**config.mk**
```make
export PLATFORM = sky130hd
export DESIGN_NAME = uvc_payload_packetizer
export DESIGN_NICKNAME = d
export VERILOG_FILES = /design/src/rtl/upp_pkg.sv /design/src/rtl/upp_fifo.sv /design/src/rtl/upp_front.sv /design/src/rtl/upp_back.sv /design/src/rtl/uvc_payload_packetizer.sv
export SDC_FILE = /design/constraint.sdc
export NUM_CORES = 1
export LEC_CHECK = 0
export BUFFER_PORTS_ARGS = -buffer_cell sky130_fd_sc_hd__buf_2
export CORE_MARGIN = 3
export CORE_UTILIZATION = 45
export CTS_CLUSTER_SIZE = 30
export DETAILED_ROUTE_END_ITERATION = 12
export SETUP_SLACK_MARGIN = 0.05
export SYNTH_ARGS = -nofsm -noshare
export SYNTH_HDL_FRONTEND = slang
export SYNTH_SLANG_ARGS = --single-unit
```
**constraint.sdc**
```tcl
create_clock -name clk -period 8.2 [get_ports clk]
set_input_delay 0.82 -clock clk [delete_from_list [all_inputs] [get_ports clk]]
set_output_delay 0.82 -clock clk [all_outputs]
set_load 0.01 [all_outputs]
```
**src/rtl/upp_pkg.sv**
```systemverilog
// ----------------------------------------------------------------------------
// upp_pkg: shared types and constants of the payload packetizer
// Beat structs for both channels, the command passed from the classifier
// to the header sequencer, and the fixed header codes.
// ----------------------------------------------------------------------------
package upp_pkg;

	localparam int REQ_CFG_W  = 11;
	localparam int MAXP_W     = 24;
	localparam int FRAME_W    = 24;
	localparam int CFG_DATA_W = 24;
	localparam int CFG_IDX_W  = 1;

	localparam logic [CFG_IDX_W-1:0] REG_REQUEST_BYTES     = 1'b0;
	localparam logic [CFG_IDX_W-1:0] REG_MAX_PAYLOAD_BYTES = 1'b1;

	localparam logic [REQ_CFG_W-1:0] REQ_BYTES_RESET = 11'd512;
	localparam logic [MAXP_W-1:0]    MAXP_RESET      = 24'd0;

	localparam logic [7:0] HDR_LENGTH = 8'h02;
	localparam logic [7:0] HDR_EOH    = 8'h80;
	localparam logic [7:0] HDR_EOF    = 8'h02;

	localparam int CMD_DEPTH = 4;
	localparam int OUT_DEPTH = 2;

	typedef struct packed {
		logic [7:0]         pixel_byte;
		logic [FRAME_W-1:0] frame_bytes;
	} upp_in_t;

	typedef struct packed {
		logic [7:0] out_byte;
		logic       request_last;
		logic       request_zero;
		logic       frame_end;
	} upp_out_t;

	typedef struct packed {
		logic [7:0] pixel_byte;
		logic       hdr;
		logic [7:0] hdr_flags;
		logic       request_last;
		logic       request_zero;
		logic       frame_end;
	} upp_cmd_t;

	typedef enum logic [1:0] {
		BK_HEAD,
		BK_FLAGS,
		BK_PIXEL
	} back_state_t;

endpackage

```
**src/rtl/upp_fifo.sv**
```systemverilog
// ----------------------------------------------------------------------------
// upp_fifo: small register queue
// First-word-fall-through queue with registered count; full and empty
// come straight from the count.
// ----------------------------------------------------------------------------
module upp_fifo #(
	parameter int WIDTH = 8,
	parameter int DEPTH = 4
) (
	input  logic             clk,
	input  logic             arst_n,
	input  logic             push,
	input  logic [WIDTH-1:0] wdata,
	output logic             full,
	input  logic             pop,
	output logic [WIDTH-1:0] rdata,
	output logic             empty
);

	localparam int AW    = (DEPTH > 1) ? $clog2(DEPTH) : 1;
	localparam int CNT_W = $clog2(DEPTH + 1);

	logic [WIDTH-1:0] mem_q [DEPTH];
	logic [AW-1:0]    wr_ptr_q;
	logic [AW-1:0]    rd_ptr_q;
	logic [CNT_W-1:0] count_q;
	logic             do_push;
	logic             do_pop;

	assign full    = (count_q == CNT_W'(DEPTH));
	assign empty   = (count_q == '0);
	assign do_push = push && !full;
	assign do_pop  = pop && !empty;
	assign rdata   = mem_q[rd_ptr_q];

	always_ff @(posedge clk or negedge arst_n) begin
		if (!arst_n) begin
			wr_ptr_q <= '0;
			rd_ptr_q <= '0;
			count_q  <= '0;
		end else begin
			if (do_push) begin
				wr_ptr_q <= (wr_ptr_q == AW'(DEPTH - 1)) ? '0 : wr_ptr_q + AW'(1);
			end
			if (do_pop) begin
				rd_ptr_q <= (rd_ptr_q == AW'(DEPTH - 1)) ? '0 : rd_ptr_q + AW'(1);
			end
			if (do_push && !do_pop) begin
				count_q <= count_q + CNT_W'(1);
			end else if (do_pop && !do_push) begin
				count_q <= count_q - CNT_W'(1);
			end
		end
	end

	always_ff @(posedge clk) begin
		if (do_push) begin
			mem_q[wr_ptr_q] <= wdata;
		end
	end

`ifndef SYNTHESIS
	a_count_bound: assert property (@(posedge clk) disable iff (!arst_n)
		count_q <= CNT_W'(DEPTH))
		else $error("queue count beyond depth");
`endif

endmodule

```
**src/rtl/upp_front.sv**
```systemverilog
// ----------------------------------------------------------------------------
// upp_front: frame and request classifier
// Holds the configuration and the frame, payload and request counters;
// decides per byte whether a header opens the request and where it ends.
// ----------------------------------------------------------------------------
module upp_front #(
	parameter int COUNT_WIDTH = 24,
	parameter int MAX_REQUEST = 1024
) (
	input  logic                                clk,
	input  logic                                arst_n,
	input  logic                                cfg_wr_en,
	input  logic [upp_pkg::CFG_IDX_W-1:0]       cfg_index,
	input  logic [upp_pkg::CFG_DATA_W-1:0]      cfg_wdata,
	input  logic                                push,
	input  upp_pkg::upp_in_t                    in_beat,
	input  logic                                cmd_full,
	output logic                                cmd_push,
	output upp_pkg::upp_cmd_t                   cmd
);

	import upp_pkg::*;

	localparam int CW    = COUNT_WIDTH;
	localparam int RW    = $clog2(MAX_REQUEST + 1);
	localparam int CMP_W = (CW > MAXP_W) ? CW : MAXP_W;

	logic [REQ_CFG_W-1:0] req_cfg_q;
	logic [MAXP_W-1:0]    maxp_cfg_q;
	logic [CW-1:0]        fpos_q;
	logic [CW-1:0]        pcnt_q;
	logic [RW-1:0]        rpos_q;
	logic                 toggle_q;

	logic                 accept;
	logic [RW-1:0]        rsize;
	logic [MAXP_W-1:0]    maxp;
	logic                 bulk;
	logic [CW-1:0]        fsize_raw;
	logic [CW-1:0]        fsize;
	logic [CW-1:0]        remaining;
	logic                 last_of_frame;
	logic                 eof;
	logic                 hdr;
	logic [RW-1:0]        rpos_inc;
	logic [CW-1:0]        pcnt_inc;
	logic                 pl_full;
	logic                 req_end;

	assign accept   = push && !cmd_full;
	assign cmd_push = accept;

	always_comb begin
		if (req_cfg_q < REQ_CFG_W'(3)) begin
			rsize = RW'(3);
		end else if (req_cfg_q > REQ_CFG_W'(MAX_REQUEST)) begin
			rsize = RW'(MAX_REQUEST);
		end else begin
			rsize = req_cfg_q[RW-1:0];
		end
		bulk = (maxp_cfg_q != '0);
		maxp = (maxp_cfg_q < MAXP_W'(3)) ? MAXP_W'(3) : maxp_cfg_q;

		fsize_raw     = CW'(in_beat.frame_bytes);
		fsize         = (fsize_raw == '0) ? CW'(1) : fsize_raw;
		remaining     = (fpos_q < fsize) ? (fsize - fpos_q) : CW'(1);
		last_of_frame = (remaining == CW'(1));
		eof           = (remaining <= CW'(rsize - RW'(2)));

		hdr      = (rpos_q == '0) && (!bulk || (pcnt_q == '0));
		rpos_inc = (hdr ? RW'(2) : rpos_q) + RW'(1);
		pcnt_inc = ((hdr && bulk) ? CW'(2) : pcnt_q) + CW'(1);
		pl_full  = bulk && (CMP_W'(pcnt_inc) >= CMP_W'(maxp));
		req_end  = (rpos_inc >= rsize) || pl_full || last_of_frame;

		cmd.pixel_byte   = in_beat.pixel_byte;
		cmd.hdr          = hdr;
		cmd.hdr_flags    = HDR_EOH | {7'd0, toggle_q} | (eof ? HDR_EOF : 8'd0);
		cmd.request_last = req_end;
		cmd.request_zero = pl_full;
		cmd.frame_end    = last_of_frame;
	end

	always_ff @(posedge clk or negedge arst_n) begin
		if (!arst_n) begin
			req_cfg_q  <= REQ_BYTES_RESET;
			maxp_cfg_q <= MAXP_RESET;
		end else if (cfg_wr_en) begin
			unique case (cfg_index)
				REG_REQUEST_BYTES: begin
					req_cfg_q <= cfg_wdata[REQ_CFG_W-1:0];
				end
				REG_MAX_PAYLOAD_BYTES: begin
					maxp_cfg_q <= cfg_wdata[MAXP_W-1:0];
				end
			endcase
		end
	end

	always_ff @(posedge clk or negedge arst_n) begin
		if (!arst_n) begin
			fpos_q   <= '0;
			pcnt_q   <= '0;
			rpos_q   <= '0;
			toggle_q <= 1'b0;
		end else if (accept) begin
			rpos_q <= req_end ? '0 : rpos_inc;
			if (last_of_frame) begin
				fpos_q   <= '0;
				pcnt_q   <= '0;
				toggle_q <= !toggle_q;
			end else begin
				fpos_q <= fpos_q + CW'(1);
				if (bulk) begin
					pcnt_q <= pl_full ? '0 : pcnt_inc;
				end
			end
		end
	end

`ifndef SYNTHESIS
	a_rpos_bound: assert property (@(posedge clk) disable iff (!arst_n)
		rpos_q < RW'(MAX_REQUEST))
		else $error("request position past request size");

	a_frame_restart: assert property (@(posedge clk) disable iff (!arst_n)
		accept && last_of_frame |=> (fpos_q == '0) && (rpos_q == '0) && (pcnt_q == '0))
		else $error("counters not cleared at frame end");
`endif

endmodule

```
**src/rtl/upp_back.sv**
```systemverilog
// ----------------------------------------------------------------------------
// upp_back: header sequencer
// Expands each command into its beats: two header beats when the command
// opens a payload, then the data beat with its end flags.
// ----------------------------------------------------------------------------
module upp_back (
	input  logic              clk,
	input  logic              arst_n,
	input  logic              cmd_empty,
	input  upp_pkg::upp_cmd_t cmd,
	output logic              cmd_pop,
	input  logic              res_full,
	output logic              res_push,
	output upp_pkg::upp_out_t res
);

	import upp_pkg::*;

	back_state_t state_q;
	back_state_t state_d;
	logic        go;

	assign go = !cmd_empty && !res_full;

	always_ff @(posedge clk or negedge arst_n) begin
		if (!arst_n) begin
			state_q <= BK_HEAD;
		end else begin
			state_q <= state_d;
		end
	end

	always_comb begin
		state_d  = state_q;
		cmd_pop  = 1'b0;
		res_push = go;
		res.out_byte     = cmd.pixel_byte;
		res.request_last = cmd.request_last;
		res.request_zero = cmd.request_zero;
		res.frame_end    = cmd.frame_end;
		unique case (state_q)
			BK_HEAD: begin
				if (cmd.hdr) begin
					res.out_byte     = HDR_LENGTH;
					res.request_last = 1'b0;
					res.request_zero = 1'b0;
					res.frame_end    = 1'b0;
					if (go) begin
						state_d = BK_FLAGS;
					end
				end else begin
					cmd_pop = go;
				end
			end
			BK_FLAGS: begin
				res.out_byte     = cmd.hdr_flags;
				res.request_last = 1'b0;
				res.request_zero = 1'b0;
				res.frame_end    = 1'b0;
				if (go) begin
					state_d = BK_PIXEL;
				end
			end
			BK_PIXEL: begin
				cmd_pop = go;
				if (go) begin
					state_d = BK_HEAD;
				end
			end
		endcase
	end

`ifndef SYNTHESIS
	a_hdr_hold: assert property (@(posedge clk) disable iff (!arst_n)
		(state_q == BK_FLAGS || state_q == BK_PIXEL) |-> !cmd_empty && cmd.hdr)
		else $error("header phase without a header command");

	a_pop_in_header: assert property (@(posedge clk) disable iff (!arst_n)
		state_q == BK_FLAGS |-> !cmd_pop)
		else $error("command dropped before its data beat");
`endif

endmodule

```
**src/rtl/uvc_payload_packetizer.sv**
```systemverilog
// ----------------------------------------------------------------------------
// uvc_payload_packetizer: video frame bytes to USB request beats
// Top level: classifier, command queue, header sequencer, result queue.
// ----------------------------------------------------------------------------
// Each frame byte pushed in comes out as one data beat; a beat that opens a
// request (every request in isochronous mode, max_payload_bytes == 0, or
// only the first request of each bulk payload) is preceded by two header
// beats, 0x02 and 0x80 | FID with EOF (0x02) set when the rest of the frame
// fits in the request. The input side takes one byte per cycle while the
// four-entry command queue has room; the output side delivers one beat per
// cycle while the sink pops, so a request of N data bytes with a header
// leaves as N + 2 beats and a header-less one as N. The result port is the
// single-beat-per-cycle bottleneck: the front runs ahead into the command
// queue and only stalls (full high) when header beats or a stalled sink have
// backed it up. A pushed byte reaches the output through the command queue
// and then the result queue, both registered.
// request_last marks the final beat of a request, request_zero marks a bulk
// payload ending exactly full, frame_end marks the last byte of the frame,
// at which the FID toggles and all counters clear. Configuration writes take
// effect at once and are meant for idle periods.
// ----------------------------------------------------------------------------
module uvc_payload_packetizer #(
	parameter int COUNT_WIDTH = 24,
	parameter int MAX_REQUEST = 1024
) (
	input  logic                           clk,
	input  logic                           arst_n,
	input  logic                           cfg_wr_en,
	input  logic [upp_pkg::CFG_IDX_W-1:0]  cfg_index,
	input  logic [upp_pkg::CFG_DATA_W-1:0] cfg_wdata,
	input  logic                           push,
	output logic                           full,
	input  upp_pkg::upp_in_t               in_beat,
	input  logic                           pop,
	output logic                           empty,
	output upp_pkg::upp_out_t              out_beat
);

	import upp_pkg::*;

	upp_cmd_t cmd_wr;
	upp_cmd_t cmd_rd;
	upp_out_t res_wr;
	logic     cmd_push;
	logic     cmd_full;
	logic     cmd_pop;
	logic     cmd_empty;
	logic     res_push;
	logic     res_full;

	// Classify each byte and advance the frame, payload and request counters.
	upp_front #(
		.COUNT_WIDTH(COUNT_WIDTH),
		.MAX_REQUEST(MAX_REQUEST)
	) u_front (
		.clk      (clk),
		.arst_n   (arst_n),
		.cfg_wr_en(cfg_wr_en),
		.cfg_index(cfg_index),
		.cfg_wdata(cfg_wdata),
		.push     (push),
		.in_beat  (in_beat),
		.cmd_full (cmd_full),
		.cmd_push (cmd_push),
		.cmd      (cmd_wr)
	);

	// Decouple the classifier from header insertion.
	upp_fifo #(
		.WIDTH($bits(upp_cmd_t)),
		.DEPTH(CMD_DEPTH)
	) u_cmd_q (
		.clk   (clk),
		.arst_n(arst_n),
		.push  (cmd_push),
		.wdata (cmd_wr),
		.full  (cmd_full),
		.pop   (cmd_pop),
		.rdata (cmd_rd),
		.empty (cmd_empty)
	);

	assign full = cmd_full;

	// Expand commands into header and data beats.
	upp_back u_back (
		.clk      (clk),
		.arst_n   (arst_n),
		.cmd_empty(cmd_empty),
		.cmd      (cmd_rd),
		.cmd_pop  (cmd_pop),
		.res_full (res_full),
		.res_push (res_push),
		.res      (res_wr)
	);

	// Hold finished beats so the sequencer keeps going while the sink stalls.
	upp_fifo #(
		.WIDTH($bits(upp_out_t)),
		.DEPTH(OUT_DEPTH)
	) u_res_q (
		.clk   (clk),
		.arst_n(arst_n),
		.push  (res_push),
		.wdata (res_wr),
		.full  (res_full),
		.pop   (pop),
		.rdata (out_beat),
		.empty (empty)
	);

`ifndef SYNTHESIS
	a_zero_on_last: assert property (@(posedge clk) disable iff (!arst_n)
		!empty && out_beat.request_zero |-> out_beat.request_last)
		else $error("zero flag on a beat that does not end a request");

	a_frame_end_last: assert property (@(posedge clk) disable iff (!arst_n)
		!empty && out_beat.frame_end |-> out_beat.request_last)
		else $error("frame end without request end");
`endif

endmodule

```
Word-level counts from Yosys, hierarchy flattened. Memory sizes are Yosys's and may differ from the RTL's. Index checks and enable logic that the tools add are counted.

Flip-flop bits (word level): 108. Bits in writable memories: 102. Bits of input ports: 62. Output and inout bits: 13. Logic and storage cells: 123. Memories kept: 2.

Memory list: u_cmd_q.mem_q (words 4, width 20, rd ports 1, clocked after memory_dff 0, write ports 1, RTL line upp_fifo.sv:23) `logic [WIDTH-1:0] mem_q [DEPTH];`; u_res_q.mem_q (words 2, width 11, rd ports 1, clocked after memory_dff 0, write ports 1, RTL line upp_fifo.sv:23).

Add/sub/neg operators: 13. Magnitude comparators: 7. Eq/ne operators: 11. Mux-type cells: 34. Bitwise logic cells: 2. Reductions and logical operators: 41.

Operators with widths (count): 2-to-1 mux 24 bit (8); 2-to-1 mux 11 bit (5); adder 24 x 1 -> 24 bit (second input constant) (2); zero test 24 bit (2); == test 24 x 1 -> 1 bit (second input constant) (1); >= comparator 24 bit (1); less-or-equal comparator 24 bit (1); less-than comparator 24 x 2 -> 1 bit (second input constant) (1); less-than comparator 24 bit (1); nonzero test 24 bit (1); subtractor 24 bit (1); case mux 11 bit (2 select lines) (1); 2-to-1 mux 2 bit (9); logical AND 1 bit (13); subtractor 11 x 2 -> 12 bit (second input constant) (1); adder 11 x 1 -> 11 bit (second input constant) (1); >= comparator 11 bit (1); > comparator 11 bit (second input constant) (1); zero test 11 bit (1); less-than comparator 11 x 2 -> 1 bit (second input constant) (1); zero test 1 bit (10); == test 2 bit (second input constant) (4); OR 8 bit (1); AND reduction 2 bit (4); 19 further kinds (36).

Depth between registers and ports, before layout. Gate-level depths: netlist (run 1).

Depth after elaboration: 12. Depth in mapped cells: 26. Gate-level depth less buffers: 24.

Cells and area by module. From an unflattened synthesis (run 1), not the netlist that was laid out.

Cells, all modules: 1211. Area, all modules: 13066.3 um^2.

Modules (own cells, without submodules): upp_front (instances 1, cells an instance 985, area each 8435.6 um^2); upp_fifo (u_cmd_q) (instances 1, cells an instance 141, area each 3340.7 um^2); upp_fifo (u_res_q) (instances 1, cells an instance 53, area each 1002.2 um^2); upp_back (instances 1, cells an instance 32, area each 287.8 um^2).

Worst setup path before layout (run 1). OpenSTA, ideal clock, no wires.

Path type: input to register. Start: input in_beat[23] in the netlist's numbering. End: memory u_cmd_q.mem_q[0][4] in the netlist's numbering, data pin. Library setup time: 145 ps. Arrival time: 5250 ps. Required time: 8055 ps. Path slack: 2805 ps. Stages: 26. Path buffers: 2. Cells stage by stage: nor4_1 -> and4_1 -> a31oi_1 -> ha_1 -> inv_1 -> fa_1 -> a21o_1 -> a221o_1 -> a21oi_2 -> o221ai_2 -> a221oi_1 -> a41o_1 -> buf_2 -> clkbuf_1 -> nor2_1 -> ha_1 -> a21o_1 -> a21o_1 -> a21o_1 -> a21o_1 -> a21oi_1 -> nor2b_1 -> o21ai_0 -> nand2_1 -> a221o_1 -> nand2_1.

Longest elaborated chain between the ends: 7. Elaborated cells between the ends (all ways): 8. Those cells by class: add/sub: 1; order compare: 2; mux: 3; bitwise: 1; reduce/logical: 1.

RTL lines: start, declared (RTL line uvc_payload_packetizer.sv:33) `input upp_pkg::upp_in_t in_beat,`; zero test 24 bit (RTL line upp_front.sv:65) `fsize = (fsize_raw == '0) ? CW'(1) : fsize_raw;`; 2-to-1 mux 24 bit (*) (RTL line upp_front.sv:65); subtractor 24 bit / less-than comparator 24 bit (equally long branches) (RTL line upp_front.sv:66) `remaining = (fpos_q < fsize) ? (fsize - fpos_q) : CW'(1);`; 2-to-1 mux 24 bit (*) (RTL line upp_front.sv:66); less-or-equal comparator 24 bit (*) (RTL line upp_front.sv:68) `eof = (remaining <= CW'(rsize - RW'(2)));`; named net u_front.eof (RTL line upp_front.sv:43) `logic eof;`; 2-to-1 mux 2 bit (*) (RTL line upp_front.sv:78) `cmd.hdr_flags = HDR_EOH | {7'd0, toggle_q} | (eof ? HDR_EOF : 8'd0);`; OR 8 bit (*) (RTL line upp_front.sv:78); end, declared (RTL line upp_fifo.sv:23).

The timed path passes the listed nets; every way through them passes the cells marked *.

Worst setup path in the final report (run 1).
Start: register u_front.maxp_cfg_q[3]. End: register u_front.rpos_q[6].

Longest elaborated chain between the ends: 12. Elaborated cells between the ends (all ways): 17. Those cells by class: add/sub: 2; order compare: 3; mux: 4; reduce/logical: 8.

RTL lines: start, declared (RTL line upp_front.sv:29) `logic [MAXP_W-1:0] maxp_cfg_q;`; start signal, assigned (RTL line upp_front.sv:94) `maxp_cfg_q <= cfg_wdata[MAXP_W-1:0];`; nonzero test 24 bit (RTL line upp_front.sv:61) `bulk = (maxp_cfg_q != '0);`; zero test 1 bit (RTL line upp_front.sv:70) `hdr = (rpos_q == '0) && (!bulk || (pcnt_q == '0));`; logical OR 1 bit (RTL line upp_front.sv:70); logical AND 1 bit (RTL line upp_front.sv:70); logical AND 1 bit (RTL line upp_front.sv:72) `pcnt_inc = ((hdr && bulk) ? CW'(2) : pcnt_q) + CW'(1);`; 2-to-1 mux 24 bit (RTL line upp_front.sv:72); adder 24 x 1 -> 24 bit (RTL line upp_front.sv:72); >= comparator 24 bit (RTL line upp_front.sv:73) `pl_full = bulk && (CMP_W'(pcnt_inc) >= CMP_W'(maxp));`; logical AND 1 bit (RTL line upp_front.sv:73); logical OR 1 bit (2 in a row) (RTL line upp_front.sv:74) `req_end = (rpos_inc >= rsize) || pl_full || last_of_frame;`; 2-to-1 mux 11 bit (*) (RTL line upp_front.sv:107) `rpos_q <= req_end ? '0 : rpos_inc;`; end signal, assigned (RTL line upp_front.sv:107); end, declared (RTL line upp_front.sv:32) `logic [RW-1:0] rpos_q;`.

Every way passes the cells marked *; elsewhere a longest branch is shown, timed or not. A chain may end at the register's enable or synchronous reset.

==> run_results.csv, run 1 <==
group,metric,value,unit
status,status,"finished, final reports clean",
drt,vias,8499,
cts,cts_max_path_buffers,2,
drt,routed_via_density,5.50,
sta,worstMarginPinSlew,1.10,ns
floorplan,core_area,26100,sq um
pwr,pwr-share-seq,0.397,
layout,stdcell_area,13100,sq um
logic_synthesis,netlist_top_cells_area,"dfrtp_1 (22%), edfxtp_1 (20%), ha_1 (10%)",
logic_synthesis,syn_area,12000,sq um
sta,period_minus_slack,6.17,ns
global_routing,grt_max_degree,79,
layout,syn_to_final_growth,9.64,%
global_routing,grt_pass1_vias,8507,
sta,slew_headroom,0.264,
floorplan,start_util,0.459,
logic_synthesis,yosysSeqAreaShare,0.422,
logic_synthesis,ys_warn_count,0,
logic_synthesis,synth_enable_flop_cells,78,
global_routing,antenna_found_initial,0,
layout,post-route-util,0.503,
worst_setup_path,reg2reg_slack,2.03,ns
cts,clk_latency,0.44,ns
pwr,power_frac_clock,0.243,
drt,detail-route-antenna-nets,0,
pwr,combPwrFrac,0.361,
floorplan,io_pins,75,
logic_synthesis,synth-seq-cells,186,
logic_synthesis,ys_async_sr_fraction,0.581,
sta,final.setup.worst_slack,2.03,ns
placed_design,place.gp.congestion,0.858,
sta,hold_violations,0,
pwr,p_leak,5.73,nW
worst_setup_path,crit_top_cell,"nor4_1",
worst_setup_path,cp-start-kind,"register",
pwr,switching_share,0.366,
drt,drtIter0Drc,404,
cts,root_buffer,"clkbuf_16",
pwr,p_int,2.25,mW
sta,tns,0,ns
logic_synthesis,synth_ff_type,"dfrtp_1",
drt,wl_met3,865,um
worst_setup_path,crit_chain,"nor4_1 -> nand4_1 -> nor4_1 -> nand2_1 -> o21ai_0 -> nand4_1 -> o21bai_1 -> ha_1 -> nand3_1 -> nor2_1 -> and3_1 -> nand2_1 -> xnor2_1 -> ha_1 -> a21o_1 -> a21o_1 -> a211oi_1 -> o21ai_0 -> a21oi_1 -> nor2_1 -> nor4_1 -> o21ai_1 -> nor4_1 -> a21o_1",
logic_synthesis,synth_cells,1166,
logic_synthesis,syn_nets,1328,
layout,fillCellCount,2357,
cts,numClockSinks,186,
logic_synthesis,synth.top_cell.area_share,0.224,
global_routing,grt.overflow.total,0,
logic_synthesis,synth.most_common_cell,"dfrtp_1",
drt,drt-pass1-iter-count,5,
worst_setup_path,endpoint_kind,"register",
sta,fmax,162,MHz
layout,diodes,0,
floorplan,row_count,59,
drt,finalWirelength,25900,um
pwr,p_per_area,271,nW/um^2
logic_synthesis,synth_top_area_cell,"dfrtp_1",
min_path,hp-class,"in2async",
worst_setup_path,rr_startpoint,"u_front.maxp_cfg_q[3]",
cts,hold_buffers,0,
floorplan,die_area,28600,sq um
worst_setup_path,arrival,6.55,ns
worst_setup_path,critPathKind,"reg2reg",
logic_synthesis,syn_area_per_cell,10.3,sq um
cts,clkTransAtPathRegs,0.08,ns
floorplan,die_x,169,um
placed_design,place_ws,1.76,ns
pwr,ir_drop,0.000199,V
job,cap_violations,0,
drt,wl_met2,11600,um
global_routing,grt_pass1_wl,43600,um
worst_setup_path,r2r_cells,24,
cts,ctsResizeCount,0,
sta,maxSlewViolCount,0,
drt,wl_met1,13100,um
cts,htreeDepth,4,
cts,post_cts_buffers,0,
pwr,p_sw,1.30,mW
sta,grt_setup_unrepaired,"no",
floorplan,die_h,169,um
worst_setup_path,max_stage_delay,0.61,ns
placed_design,placed_area,12500,sq um
logic_synthesis,yosys-top-cells-count,"dfrtp_1 (107), ha_1 (98), nand2_1 (82), edfxtp_1 (78), nor2_1 (77)",
worst_setup_path,required,8.58,ns
drt,avgRoutedWirePerCell,16.8,um
cts,cts_tree,"built",
cts,numCtsBuffers,17,
worst_setup_path,rr_endpoint,"u_front.rpos_q[6]",
drt,top_layer,"met4",
sta,finalClockSkew,0.0164,ns
placed_design,dp_hpwl,19200,um
worst_setup_path,path_max_fanout,18,
layout,layout.nets,1358,
sta,finalCritPeriodShare,0.752,
global_routing,grt_use_total,0.187,
sta,setup_viol,0,
drt,drc,0,
logic_synthesis,synth.distinct_cells,78,
worst_setup_path,crit_path_top_delay_cell,"nor4_1",
placed_design,port_buffers,74,
layout,drive_gt1_frac,0.169,
-- final cells by class --
class	count	area, sq um	share of cell area
clock buffer	17	425	0.0324
clock inverter	15	209	0.0159
inverter	76	285	0.0218
multi-input combinational	837	6320	0.482
sequential	186	5050	0.385
tap	335	419	0.0320
timing repair buffer	78	403	0.0307
-- critical path: cells and delay by family (launching register included) --
kind                       cells  cell delay, ns
DFF                            1            0.41
adders and majority gates      2            0.47
and+or+nand+nor               12            3.25
AOI/OAI and AO/OA              9            1.81
xor gates and xnor gates       1            0.15
-- worst max path at each step --
stage                          startpoint                  end  slack, ns  cells past startpoint
floorplan                     in_beat[23]  u_cmd_q.mem_q[0][4]       2.80                     26
global placement               in_beat[1]  u_cmd_q.mem_q[2][4]       1.88                     25
detailed placement             in_beat[1]  u_cmd_q.mem_q[3][4]       1.76                     25
CTS                 u_front.maxp_cfg_q[3]    u_front.rpos_q[6]       2.08                     24
global route        u_front.maxp_cfg_q[3]    u_front.rpos_q[5]       1.45                     24
finish              u_front.maxp_cfg_q[3]    u_front.rpos_q[6]       2.03                     24
-- state kept, by name, summed over array words and instances (netlist names) --
name and cells:
u_res_q.wr_ptr_q 1, u_cmd_q.count_q 3, u_front.rpos_q 11, u_front.fpos_q 24, u_res_q.count_q 2, u_front.maxp_cfg_q 24
u_front.req_cfg_q 11, u_cmd_q.rd_ptr_q 2, u_front.pcnt_q 24, u_cmd_q.mem_q 56, u_back.state_q 2, u_res_q.mem_q 22
u_front.toggle_q 1, u_cmd_q.wr_ptr_q 2, u_res_q.rd_ptr_q 1
-- routing by layer --
layer / vias to the layer above / track usage
li1: 4242 / -
met1: 4094 / 0.275
met2: 140 / 0.292
met3: 23 / 0.0287
met4: 0 / 0.0445
met5: - / 0
-- layout by cell type (no fill, tap or decap), types with 4 or more instances in the layout --
master,count
a211oi_1,5
a21o_1,23
a21oi_1,48
and2_1,11
and3_1,15
and4_1,4
buf_2,73
buf_4,5
clkbuf_16,17
clkinv_8,6
dfrtp_1,107
edfxtp_1,78
ha_1,98
inv_1,76
inv_8,4
mux2_2,57
mux2_4,8
mux4_2,14
nand2_1,82
nand2b_1,12
nand3_1,32
nand4_1,30
nor2_1,77
nor2b_1,42
nor3_1,21
nor4_1,26
o211a_1,4
o211ai_1,5
o21a_1,7
o21ai_0,54
o21ai_1,6
o221ai_1,6
o22ai_1,5
or3_1,8
xnor2_1,51
xor2_1,27
-- power groups by stage --
stage / Combinational (mW) / Clock, mW / Sequential, mW
5_1_grt: 1.46 / 0.921 / 1.44
3_5_place_dp: 1.29 / 0 / 1.43
2_1_floorplan: 1.04 / 0 / 1.35
3_3_place_gp: 1.27 / 0 / 1.42
4_1_cts: 1.30 / 0.886 / 1.42
6_report: 1.28 / 0.863 / 1.41
-- metrics by stage --
stage | hold WS (ns) | total power, mW | instances
final | 0.324 | 3.55 | 1544
after global routing | 0.333 | 3.83 | 1544
after CTS | 0.328 | 3.60 | 1544
after detailed placement | 0.485 | 2.72 | 1512
after global placement | 0.475 | 2.69 | 1512
after floorplan | 0.455 | 2.39 | 1166
-- cell families after synthesis --
family,after synthesis,share of synthesized area
AND/OR/NAND/NOR,375,0.161
AO/OA/AOI/OAI,199,0.109
flip-flops,186,0.422
buffers and inverters,143,0.0493
adder cells (fa/ha/maj),100,0.106
multiplexers,83,0.0935
XOR/XNOR,79,0.0585
other,1,0.000314
Power figures use the tool's default switching activity.
==> run 2: changes to the inputs <==
--- a/config.mk
+++ b/config.mk
@@ -5,6 +5,7 @@
 export SDC_FILE = /design/constraint.sdc
 export NUM_CORES = 1
 export LEC_CHECK = 0
+export ABC_AREA = 1
 export BUFFER_PORTS_ARGS = -buffer_cell sky130_fd_sc_hd__buf_2
 export CORE_MARGIN = 3
 export CORE_UTILIZATION = 45
==> constraint.sdc (replaced) <==
create_clock -name clk -period 6.15 [get_ports clk]
set_input_delay 0.615 -clock clk [delete_from_list [all_inputs] [get_ports clk]]
set_output_delay 0.615 -clock clk [all_outputs]
set_load 0.01 [all_outputs]
==> run 2 against run 1 <==
Count of clock-buffer cells in the layout is the same. Register-to-register slack lost 1.2 ns. Clock power grew 39%. Non-clock buffer count grew 10. Hold slack lost 0.20 ns. Power grew 76%. Critical path depth grew 2. Global-route usage grew 2.3 points. Cell count grew 39%. Wire length grew 22%. Fmax grew 17%. Largest power group is now combinational logic. Sequential cell count is the same.
==> run_results.csv, run 2 <==
group,metric,value,unit
placed_design,port_buffers,74,
status,status,"finished, final reports clean",
logic_synthesis,synth_enable_flop_cells,78,
pwr,fin_total_pwr,6.26,mW
cts,cts_max_path_buffers,2,
placed_design,dp_cells,2116,
layout,seq_area,5050,sq um
worst_setup_path,crit_start,"u_front.pcnt_q[21]",
sta,slew_headroom,0.339,
global_routing,grt_pass1_vias,10400,
min_path,hp-class,"in2async",
drt,routed_via_density,5.09,
logic_synthesis,synth_ff_type,"dfrtp_1",
cts,cts_tree,"built",
job,cap_violations,0,
layout,regMostFlops,"u_cmd_q.mem_q",
layout,multi_input_area,6460,sq um
cts,root_buffer,"clkbuf_16",
layout,drive_gt1_frac,0.0972,
cts,numCtsBuffers,17,
logic_synthesis,synth_top_area_cell,"dfrtp_1",
sta,maxSlewViolCount,0,
drt,drt-pass1-iter-count,5,
layout,layout_commonest_cell,"nand2_1",
global_routing,grt.overflow.total,0,
pwr,p_per_area,441,nW/um^2
drt,drc,0,
logic_synthesis,synth-seq-cells,186,
logic_synthesis,synth.most_common_cell,"nand2_1",
logic_synthesis,netlist_top_cells_area,"dfrtp_1 (21%), edfxtp_1 (18%), nand2_1 (12%)",
cts,ctsResizeCount,0,
cts,htreeDepth,4,
global_routing,grt_pass1_wl,52400,um
placed_design,place.gp.congestion,0.888,
logic_synthesis,synth.top_cell.area_share,0.208,
drt,drtIter0Drc,843,
worst_setup_path,rr_endpoint,"u_front.rpos_q[5]",
logic_synthesis,syn_area,12900,sq um
logic_synthesis,ys_async_sr_fraction,0.581,
cts,numClockSinks,186,
cts,clk_latency,0.44,ns
worst_setup_path,rr_startpoint,"u_front.pcnt_q[21]",
logic_synthesis,syn_area_per_cell,7.53,sq um
drt,vias,10900,
sta,finalCritPeriodShare,0.857,
placed_design,dp_hpwl,23300,um
pwr,p_leak,7.27,nW
drt,finalWirelength,31500,um
worst_setup_path,crit_path_top_delay_cell,"a2111oi_0",
floorplan,die_x,175,um
worst_setup_path,critPathKind,"reg2reg",
logic_synthesis,syn_nets,1876,
floorplan,row_count,61,
worst_setup_path,cp-start-kind,"register",
logic_synthesis,ys_warn_count,0,
worst_setup_path,endpoint_kind,"register",
worst_setup_path,required,6.44,ns
drt,detail-route-antenna-nets,0,
global_routing,grt_max_degree,76,
layout,instances_no_fill,2148,
cts,clkTransAtPathRegs,0.09,ns
sta,setup_viol,0,
logic_synthesis,yosysSeqAreaShare,0.391,
layout,layout.nets,1919,
logic_synthesis,synth_cells,1714,
sta,hold_violations,0,
floorplan,start_util,0.461,
global_routing,antenna_found_initial,0,
layout,syn_to_final_growth,9.96,%
worst_setup_path,arrival,5.57,ns
worst_setup_path,max_stage_delay,0.52,ns
layout,fillCellCount,2772,
layout,largest_reg_flops,56,
pwr,ir_drop,0.000216,V
floorplan,core_area,28000,sq um
layout,mostFrequentLayoutCells,"nand2_1 (406), inv_1 (278), nor2_1 (178)",
sta,final.setup.worst_slack,0.878,ns
cts,post_cts_buffers,0,
worst_setup_path,reg2reg_slack,0.88,ns
cts,hold_buffers,0,
worst_setup_path,path_max_fanout,15,
worst_setup_path,crit_top_cell,"nand2_1",
floorplan,die_area,30700,sq um
logic_synthesis,yosys-top-cells-count,"nand2_1 (406), inv_1 (278), nor2_1 (178), nand3_1 (108), dfrtp_1 (107)",
sta,fmax,190,MHz
worst_setup_path,crit_path_end,"u_front.rpos_q[5]",
floorplan,die_h,175,um
layout,diodes,0,
floorplan,io_pins,75,
sta,finalClockSkew,0.0143,ns
sta,period_minus_slack,5.27,ns
logic_synthesis,synth.distinct_cells,55,
sta,grt_setup_unrepaired,"no",
global_routing,grt_use_total,0.210,
sta,tns,0,ns
drt,avgRoutedWirePerCell,14.7,um
sta,worstMarginPinSlew,0.991,ns
placed_design,place_ws,0.734,ns
worst_setup_path,r2r_cells,26,
run 2: changes by cell type after synthesis, moves of 30 or more:
cell | previous run | this run
mux2_2 | 57 | 0
nand3_1 | 32 | 108
nor2b_1 | 42 | 0
nand2_1 | 82 | 406
xnor2_1 | 51 | 11
nand4_1 | 30 | 60
nor2_1 | 77 | 178
inv_1 | 76 | 278
run 2: worst max-delay path, delay by kind of cell (launching register included):
kind / cells / cell delay (ns)
buf+inv: 4 / 0.42
simple gates: 16 / 2.75
compound gates: 3 / 0.81
xor+xnor: 1 / 0.23
flops: 1 / 0.43
fa+ha+maj: 2 / 0.45
run 2: logic make-up after synthesis:
family	after synthesis	synth area share
AND/OR/NAND/NOR	834	0.287
buffers and inverters	354	0.108
XOR/XNOR	52	0.0353
other	1	0.000291
adder cells (fa/ha/maj)	100	0.0982
flip-flops	186	0.391
AO/OA/AOI/OAI	187	0.0799
run 2: layer usage:
metal / vias to the layer above / track usage / share of wire
li1: 5618 / - / -
met1: 5051 / 0.308 / 0.51
met2: 237 / 0.335 / 0.44
met3: 21 / 0.0266 / 0.045
met4: 0 / 0.0422 / 0.011
met5: - / 0 / 0
run 2: layout make-up:
class,count,share of cell area
multi-input cells,1174,0.456
flip-flops and latches,186,0.356
inverters,290,0.0767
repair buffers,88,0.0337
well taps,378,0.0333
clock buffers,17,0.0300
clock inverters,15,0.0148
run 2: power breakdown:
group          total, mW  leakage [nW]  internal (mW)  switching [mW]
Clock               1.20         0.309          0.578           0.620
Combinational       3.13          4.88           1.08            2.05
Sequential          1.94          2.09           1.74           0.203
Total               6.26          7.27           3.39            2.87
run 2: metrics by stage:
step	util	hold WS, ns	area, sq um
after CTS	0.506	0.136	14200
after global placement	0.484	0.471	13500
after global routing	0.506	0.160	14200
final	0.506	0.124	14200
after floorplan	-	0.319	12900
after detailed placement	0.484	0.473	13500
run 2: how the worst min path moves through the flow:
| stage | start | endpoint | slack [ns] | cells past startpoint |
|---|---|---|---|---|
| 2_1_floorplan | arst_n | u_back.state_q[0] | 0.32 | 0 |
| 3_3_place_gp | u_front.maxp_cfg_q[4] | u_front.maxp_cfg_q[4] | 0.47 | 2 |
| 3_5_place_dp | u_front.req_cfg_q[10] | u_front.req_cfg_q[10] | 0.47 | 2 |
| 4_1_cts | arst_n | u_front.fpos_q[12] | 0.14 | 1 |
| 5_1_grt | arst_n | u_front.fpos_q[11] | 0.16 | 1 |
| 6_report | arst_n | u_front.fpos_q[8] | 0.12 | 1 |
